[config.mk]
export PLATFORM = sky130hd
export DESIGN_NAME = tspf_cell
export DESIGN_NICKNAME = d
export VERILOG_FILES = /design/src/hw/rtl/tspf_pkg.sv /design/src/hw/rtl/tspf_cell.sv
export SDC_FILE = /design/constraint.sdc
export NUM_CORES = 1
export LEC_CHECK = 0
export ABC_AREA = 0
export BUFFER_PORTS_ARGS = -buffer_cell sky130_fd_sc_hd__buf_4
export CORE_UTILIZATION = 45
export CTS_CLUSTER_SIZE = 10
export DETAILED_ROUTE_END_ITERATION = 6
export HOLD_SLACK_MARGIN = 0.05
export PLACE_DENSITY = 0.82
export SETUP_SLACK_MARGIN = 0.5
export SYNTH_ARGS = -nofsm -noshare
export SYNTH_HDL_FRONTEND = slang
export SYNTH_SLANG_ARGS = --single-unit
[constraint.sdc]
create_clock -name clk -period 2.95 [get_ports clk]
set_input_delay 0.4425 -clock clk [delete_from_list [all_inputs] [get_ports clk]]
set_output_delay 0.4425 -clock clk [all_outputs]
set_load 0.02 [all_outputs]
[src/hw/rtl/tspf_pkg.sv]
package tspf_pkg;

    localparam int VALUE_W = 32;
    localparam int INDEX_W = 6;
    localparam int COUNT_W = 6;
    localparam int SUM_W   = 33;
    localparam int MAX_PAIRS = 32;

    typedef struct packed {
        logic signed [VALUE_W-1:0] value;
        logic                      last_item;
    } in_word_t;

    typedef struct packed {
        logic                      is_pair;
        logic [INDEX_W-1:0]        low_index;
        logic [INDEX_W-1:0]        high_index;
        logic signed [VALUE_W-1:0] low_value;
        logic signed [VALUE_W-1:0] high_value;
        logic [COUNT_W-1:0]        pair_total;
        logic                      overflowed;
        logic                      final_result;
    } out_word_t;

    // One stored element travelling through the chain
    typedef struct packed {
        logic signed [VALUE_W-1:0] value;
        logic [INDEX_W-1:0]        index;
    } entry_t;

    // Control from the sequencer to every cell of one chain
    typedef struct packed {
        logic insert;
        logic shift_down;
        logic clear;
    } cell_ctrl_t;

    typedef enum logic [1:0] {
        ST_LOAD,
        ST_SCAN,
        ST_SUMMARY
    } state_t;

endpackage

[src/hw/rtl/tspf_cell.sv]
// One cell of a sorted chain. On insert, a cell takes the left neighbor's word if
// that one ranks after the new word, or the new word if it is the first cell that
// ranks after it (or the first empty cell). During the scan a shift moves every
// word one cell toward cell 0, which drops the word in cell 0.
// DESCEND = 0 keeps the chain ascending with ties in arrival order; DESCEND = 1
// keeps it in the exact reverse of that order.
module tspf_cell
    import tspf_pkg::*;
#(
    parameter bit DESCEND = 1'b0
)
(
    input  logic       clk,
    input  logic       rst_n,
    input  cell_ctrl_t ctrl,
    input  entry_t     new_entry,
    input  entry_t     left_entry,
    input  logic       left_valid,
    input  logic       left_greater,
    input  entry_t     right_entry,
    input  logic       right_valid,
    output entry_t     entry,
    output logic       valid,
    output logic       greater
);

    entry_t entry_reg, entry_next;
    logic   valid_reg, valid_next;
    logic   after_new;

    // Rank after the incoming word
    assign after_new = DESCEND ? (entry_reg.value <= new_entry.value)
                               : (entry_reg.value > new_entry.value);
    assign greater   = valid_reg && after_new;

    always_comb
    begin
        entry_next = entry_reg;
        valid_next = valid_reg;
        if (ctrl.clear)
        begin
            valid_next = 1'b0;
        end
        else if (ctrl.insert)
        begin
            if (left_greater)
            begin
                entry_next = left_entry;
                valid_next = left_valid;
            end
            else if ((greater || !valid_reg) && left_valid)
            begin
                entry_next = new_entry;
                valid_next = 1'b1;
            end
        end
        else if (ctrl.shift_down)
        begin
            entry_next = right_entry;
            valid_next = right_valid;
        end
    end

    // Hold the valid bit under reset, payload free
    always_ff @(posedge clk or negedge rst_n)
    begin
        if (!rst_n)
        begin
            valid_reg <= 1'b0;
        end
        else
        begin
            valid_reg <= valid_next;
        end
    end

    always_ff @(posedge clk)
    begin
        entry_reg <= entry_next;
    end

    assign entry = entry_reg;
    assign valid = valid_reg;

endmodule

==> summary.txt, run 1 <==
outcome: completed
I/O pin count: 162
drt total wl: 7970 um
Compound-Gate Fraction of Synth Area: 13.9%
power per cell area: 363 nW/um2
Total GRT Usage: 23.7%
Worst-Margin Slew: 0.699 ns
Placer Congestion: 0.844
Routed Antenna Nets: 0
CP startpoint kind: register
main combinational cell family by area after synthesis: adder cells
Max FO, Critical Path: 3
setup_tns: 0 ns
layout cells sized above 1: 41.1%
Worst VDD drop: 0.253 mV
max_cap viols: 0
Max Clock Freq: 361 MHz
gr ovfl total: 0
Die Wd: 81.6 um
Max-slew headroom: 53.4%
Post-Synth Adder-Cell Area: 14.0%
simple logic cell fraction of the synthesized area: 10.7%
ANT cells: 0
Synth Area in XOR/XNOR: 0%
CP Capture Type: output pin
CP Depth: 8
initial antenna violation count: 0
CP bufs+invs: 1
number of global-route vias before repair: 2661
first-pass GRT wire length: 12000 um
RSZ-0062 raised after global routing: yes
Nets: 618
top_reg_cell synth: edfxtp_1
TritonRoute pass-1 iters: 4
static leakage: 0.00215 uW
asr flop ratio synth: 2.56%
max FFs per register: 38
Crit Path Category: register to output pin
slowest cell on the critical path: edfxtp_1
hold depth: 2
Hold Crit Class: primary input to register
clock tree sinks: 39
Layout area overhead: 53.1%
later-pin clock latency in the skew report: 0.29 ns
Final Max Slew Viols: 0
vias per cell: 5.17
Worst Path Arrival: 2.33 ns
CTS tree: yes
crit-path cells: ha_4 > nand4_1 > nor4_4 > nand2_1 > a31oi_1 > o31ai_1 > a21oi_1 > buf_4
Post-Syn Instances: 299
Starting Density: 47.3%
die area: 6660 um2
Hold Violations, Final: 0
post-synth net total: 453
post-synth top area share: 40.0%
leading area contributor after synthesis: edfxtp_1
DP HPWL: 6110 um
Die H: 81.6 um
r2r startpoint: entry[31]$_DFFE_PP_
Post-synth EDFFs: 38
flops & latches, synth: 39
IO Port Bufs: 161
multiplexer area fraction after synthesis: 13.7%
Area contributors post-synth: edfxtp_1, ha_1, mux2i_1
row count: 28
Vias: 2791
unique cell type count in the Yosys netlist: 31
R2R cell count: 7
Worst Setup EP: greater
post-synthesis sequential area ratio: 40.9%
htree depth: 2
r2r setup slk: 0.34 ns
Num CTS Buffers: 5
Clock Skews: 0.0126 ns
Worst Hold Launch: ctrl[0]
FF-to-FF End: entry[31]$_DFFE_PP_
Max Root-Sink Buffers: 2
Place WS: 0.201 ns
drc violations: 0
Ys Warns: 0
Largest stage delay, worst path: 0.46 ns
initial DRC count: 84
largest net degree at the start of global routing: 79
Critical path origin: entry[33]$_DFFE_PP_
Top delay family on crit path: simple AND/OR/NAND/NOR gates
Placeable Area: 6030 um2
CTS Root Cell: clkbuf_8
filler instances: 479
fin crit period: 2.77 ns
crit share post-route: 93.9%
final setup vio count: 0
syn_area_per_cell: 9.54 um2
Crit path required time: 2.51 ns
wire per inst: 14.8 um
Syn Std Cell Area: 2850 um2
Final WS setup: 0.180 ns
clock-pin slew on the worst setup and hold paths: 0.08 ns
hold_ws: 0.311 ns
-- per-layer routing --
metal	track usage (%)	vias to the layer above	part of all wire, %
met5	0	-	0
met1	28.2	1246	40
li1	-	1411	-
met4	10.4	0	2.3
met2	40.8	120	50
met3	5.22	14	7.8
-- power by group --
group | internal (uW) | switching, uW
Combinational | 272 | 267
Clock | 164 | 190
Sequential | 667 | 25.0
-- final cells by class --
type / instances / area (um2) / share of cell area (%)
repair buffers: 169 / 1270 / 29.1
clock buffers: 5 / 68.8 / 1.58
multi-input cells: 213 / 1610 / 36.9
clock inverters: 3 / 20.0 / 0.458
inverters: 36 / 135 / 3.09
flip-flops and latches: 39 / 1170 / 26.7
well taps: 75 / 93.8 / 2.15
-- cell usage after synthesis, types with 2 or more instances --
master / n
a211oi_1: 3
a21oi_1: 54
a31oi_1: 3
buf_1: 3
buf_2: 3
clkbuf_1: 8
edfxtp_1: 38
ha_1: 32
inv_1: 36
mux2i_1: 39
nand2_1: 9
nand3_1: 2
nand4_1: 6
nor2_1: 44
o21ai_0: 3
-- worst min path at each step --
stage | end | slack (ns)
floorplan | valid$_DFFE_PN0P_ | 0.15
global placement | valid$_DFFE_PN0P_ | 0.22
detailed placement | valid$_DFFE_PN0P_ | 0.22
CTS | valid$_DFFE_PN0P_ | 0.30
global route | valid$_DFFE_PN0P_ | 0.31
finish | valid$_DFFE_PN0P_ | 0.31
-- layout by cell type, fill, tap and decap left out --
cell and n:
inv_1 36, clkinvlp_4 2, dlygate4sd3_1 1, nand4_1 6, edfxtp_1 38, a22oi_1 1
clkbuf_8 5, o21ai_1 1, or4_1 1, nand4b_1 1, nor4_4 1, clkinv_2 1
a31oi_1 3, nand4_2 1, a21o_2 1, mux2i_1 39, dfrtp_1 1, o211ai_1 1
a211oi_1 2, nand2_1 9, a2111o_1 1, o211ai_2 1, nor2b_1 1, nand3_1 2
a21o_4 3, nor4_2 1, o21ai_0 3, a211oi_2 2, a21oi_1 54, nand2_2 1
nor2_1 44, buf_4 168, o31ai_1 1, ha_1 28, ha_4 4
-- cells by family (layout without fill, tap and decap cells) --
group / count (synthesis) / after routing
flops: 39 / 39
mux: 39 / 39
compound gates: 71 / 74
simple gates: 68 / 68
fa+ha+maj: 32 / 32
buf+inv: 50 / 213
-- metrics by stage --
stage,util (%),cell area (um2),power (uW),instances
5_1_grt,72.5,4370,1670,540
4_1_cts,71.9,4330,1600,538
3_3_place_gp,69.0,4160,1200,523
3_5_place_dp,69.0,4160,1220,523
6_report,72.5,4370,1590,540
2_1_floorplan,-,2900,969,299
-- repair_timing --
action,in CTS,in global routing
setup endpoints to repair,39,39
resized for setup,4,2
setup buffers,3,2
gates cloned,3,0
pin swaps,2,3
hold buffers,1,0
hold endpoints to repair,1,0
Power figures use the tool's default switching activity.
==> run 2: changes to the inputs <==
--- a/config.mk
+++ b/config.mk
@@ -7,9 +7,11 @@
 export LEC_CHECK = 0
 export ABC_AREA = 0
 export BUFFER_PORTS_ARGS = -buffer_cell sky130_fd_sc_hd__buf_4
+export CORE_MARGIN = 5
 export CORE_UTILIZATION = 45
 export CTS_CLUSTER_SIZE = 10
 export DETAILED_ROUTE_END_ITERATION = 6
+export GPL_TIMING_DRIVEN = 0
 export HOLD_SLACK_MARGIN = 0.05
 export PLACE_DENSITY = 0.82
 export SETUP_SLACK_MARGIN = 0.5
==> run 2 against run 1 <==
Compared with the run above:
- cell count up 3.9%
- clock power up 53%
- power up 15%
- maximum frequency increased by 2.1%
- clock skew down 0.0013 ns
- wire length grew 18%
- largest power group unchanged
==> summary.txt, run 2 (same netlist as run 1, synthesis figures left out) <==
Crit path required time: 2.51 ns (about the same)
Crit Path Category: register to output pin
fin util: 73.7% (+1.3 points)
later-pin clock latency in the skew report: 0.30 ns (about the same)
I/O pin count: 162 (unchanged)
Hold Violations, Final: 0 (unchanged)
met2 Track Usage GR: 40.8% (about the same)
Worst Path Arrival: 2.27 ns (-0.06 ns)
gr ovfl total: 0 (unchanged)
Num CTS Buffers: 5 (unchanged)
CP startpoint kind: register
Total GRT Usage: 21.9% (-1.7 points)
Clock power frac: 29.8% (+7.4 points)
Max FO, Critical Path: 3 (unchanged)
Die Wd: 89.6 um (+9.8%)
DP Area: 4190 um2 (+0.69%)
row count: 29 (+3.6%)
vias per cell: 5.25 (+1.6%)
crit share post-route: 91.9% (-2.0 points)
Tot Pwr: 1820 uW (+15%)
initial DRC count: 67 (-20%)
Psw: 523 uW (+8.3%)
htree depth: 2 (unchanged)
Die H: 89.6 um (+9.8%)
Final Max Slew Viols: 0 (unchanged)
Max-slew headroom: 36.6% (-17 points)
clock tree sinks: 39 (unchanged)
CTS tree: yes
crit-path cells: ha_4 > nand4_1 > nor4_4 > nand2_1 > a31oi_2 > o31ai_1 > a21oi_1 > buf_4
drc violations: 0 (unchanged)
RSZ-0062 raised after global routing: yes
ANT cells: 0 (unchanged)
outcome: completed
wire per inst: 16.8 um (+14%)
Vias: 2945 (+5.5%)
slowest cell on the critical path: edfxtp_1
drt total wl: 9420 um (+18%)
Clock Skews: 0.0112 ns (-0.00135 ns)
Placer Congestion: 0.748 (-11%)
most frequent cells in the layout: buf_4, a21oi_1, nor2_1
Worst-Margin Slew: 0.948 ns (+0.249 ns)
TritonRoute pass-1 iters: 4 (unchanged)
Hold Crit Class: primary input to register
sequential share of power: 38.0% (-5.6 points)
Int Pwr: 1300 uW (+18%)
r2r setup slk: 0.28 ns (-0.06 ns)
first-pass GRT wire length: 13500 um (+13%)
DP HPWL: 7030 um (+15%)
Max Clock Freq: 369 MHz (+2.1%)
Routed Antenna Nets: 0 (unchanged)
final setup vio count: 0 (unchanged)
CTS Root Cell: clkbuf_8
post-route cell area: 4600 um2 (+5.4%)
Comb pwr share: 32.2% (-1.8 points)
power per cell area: 396 nW/um2 (+9.1%)
met3 usage: 5.29% (+0.070 points)
CP Capture Type: output pin
GRT busiest layer: met2
Largest stage delay, worst path: 0.45 ns (about the same)
number of global-route vias before repair: 2950 (+11%)
setup_tns: 0 ns (unchanged)
Worst VDD drop: 0.275 mV (+8.5%)
initial antenna violation count: 0 (unchanged)
die area: 8030 um2 (+21%)
commonest non-fill, non-tap cell in the layout: buf_4
met1 Track Usage GR: 24.4% (-3.8 points)
Multi-input gate area: 1730 um2 (+7.5%)
Switching Fraction: 28.7% (-1.8 points)
max FFs per register: 38 (unchanged)
CP bufs+invs: 1 (unchanged)
Max Root-Sink Buffers: 2 (unchanged)
clock-pin slew on the worst setup and hold paths: 0.08 ns (about the same)
layout cells sized above 1: 42.6% (+1.5 points)
largest net degree at the start of global routing: 14 (-82%)
Nets: 637 (+3.1%)
max_cap viols: 0 (unchanged)
FF+latch area: 1170 um2 (unchanged)
Placeable Area: 6240 um2 (+3.6%)
IO Port Bufs: 159 (-1.2%)
fin crit period: 2.71 ns (-0.0577 ns)
filler instances: 452 (-5.6%)
Top delay family on crit path: simple AND/OR/NAND/NOR gates
Starting Density: 45.7% (-1.6 points)
static leakage: 0.00223 uW (+4.0%)
Layout area overhead: 61.3%
run 2: cell types whose count changed in the layout (fill, tap and decap cells not counted), moves of 3 or more:
cell      before  now
buf_2          0    3
clkbuf_1       0    8
buf_1          0    3
a21o_4         3    8
run 2: final cells by class:
class / count / share of cell area (%)
Buffer: 14 / 1.22
Clock buffer: 5 / 1.50
Clock inverter: 3 / 1.47
Inverter: 36 / 2.94
Multi-Input combinational cell: 217 / 37.6
Sequential cell: 39 / 25.3
Tap cell: 77 / 2.09
Timing Repair Buffer: 170 / 27.8
run 2: final timing paths:
| path | startpoint | endpoint | cells past startpoint |
|---|---|---|---|
| min in group asynchronous | rst_n | valid$_DFFE_PN0P_ | 2 |
| min reg2reg | valid$_DFFE_PN0P_ | valid$_DFFE_PN0P_ | 2 |
| max reg2reg | entry[30]$_DFFE_PP_ | entry[23]$_DFFE_PP_ | 10 |
| max | entry[33]$_DFFE_PP_ | greater | 8 |
| max in group asynchronous | rst_n | valid$_DFFE_PN0P_ | 2 |
| min | ctrl[0] | valid$_DFFE_PN0P_ | 2 |
run 2: timing repair:
item / 4_1_cts / 5_1_grt
cloned: 3 / 4
buffers inserted: 3 / 7
pin swaps: 2 / 11
gates resized for setup: 3 / 17
hold endpoints to repair: 1 / 0
hold buffers: 1 / 0
endpoints found under the setup margin: 39 / 39
run 2: per-stage QoR:
stage | cells | worst slack (ns) | hold slack [ns]
6_report | 561 | 0.238 | 0.297
3_5_place_dp | 535 | 0.166 | 0.223
5_1_grt | 561 | 0.149 | 0.293
4_1_cts | 550 | 0.236 | 0.287
3_3_place_gp | 535 | 0.173 | 0.219
2_1_floorplan | 299 | 0.481 | 0.147
run 2: power groups by stage:
| stage | combinational, uW | sequential, uW | clock [uW] |
|---|---|---|---|
| after detailed placement | 523 | 703 | 0 |
| after global placement | 509 | 700 | 0 |
| final | 587 | 692 | 544 |
| after floorplan | 216 | 752 | 0 |
| after global routing | 642 | 696 | 573 |
| after CTS | 541 | 690 | 555 |
run 2: per-layer routing:
layer | vias to the layer above | routed length, um
met5 | - | 0
met4 | 0 | 155
met3 | 16 | 760
met2 | 110 | 4990
met1 | 1364 | 3520
li1 | 1455 | -
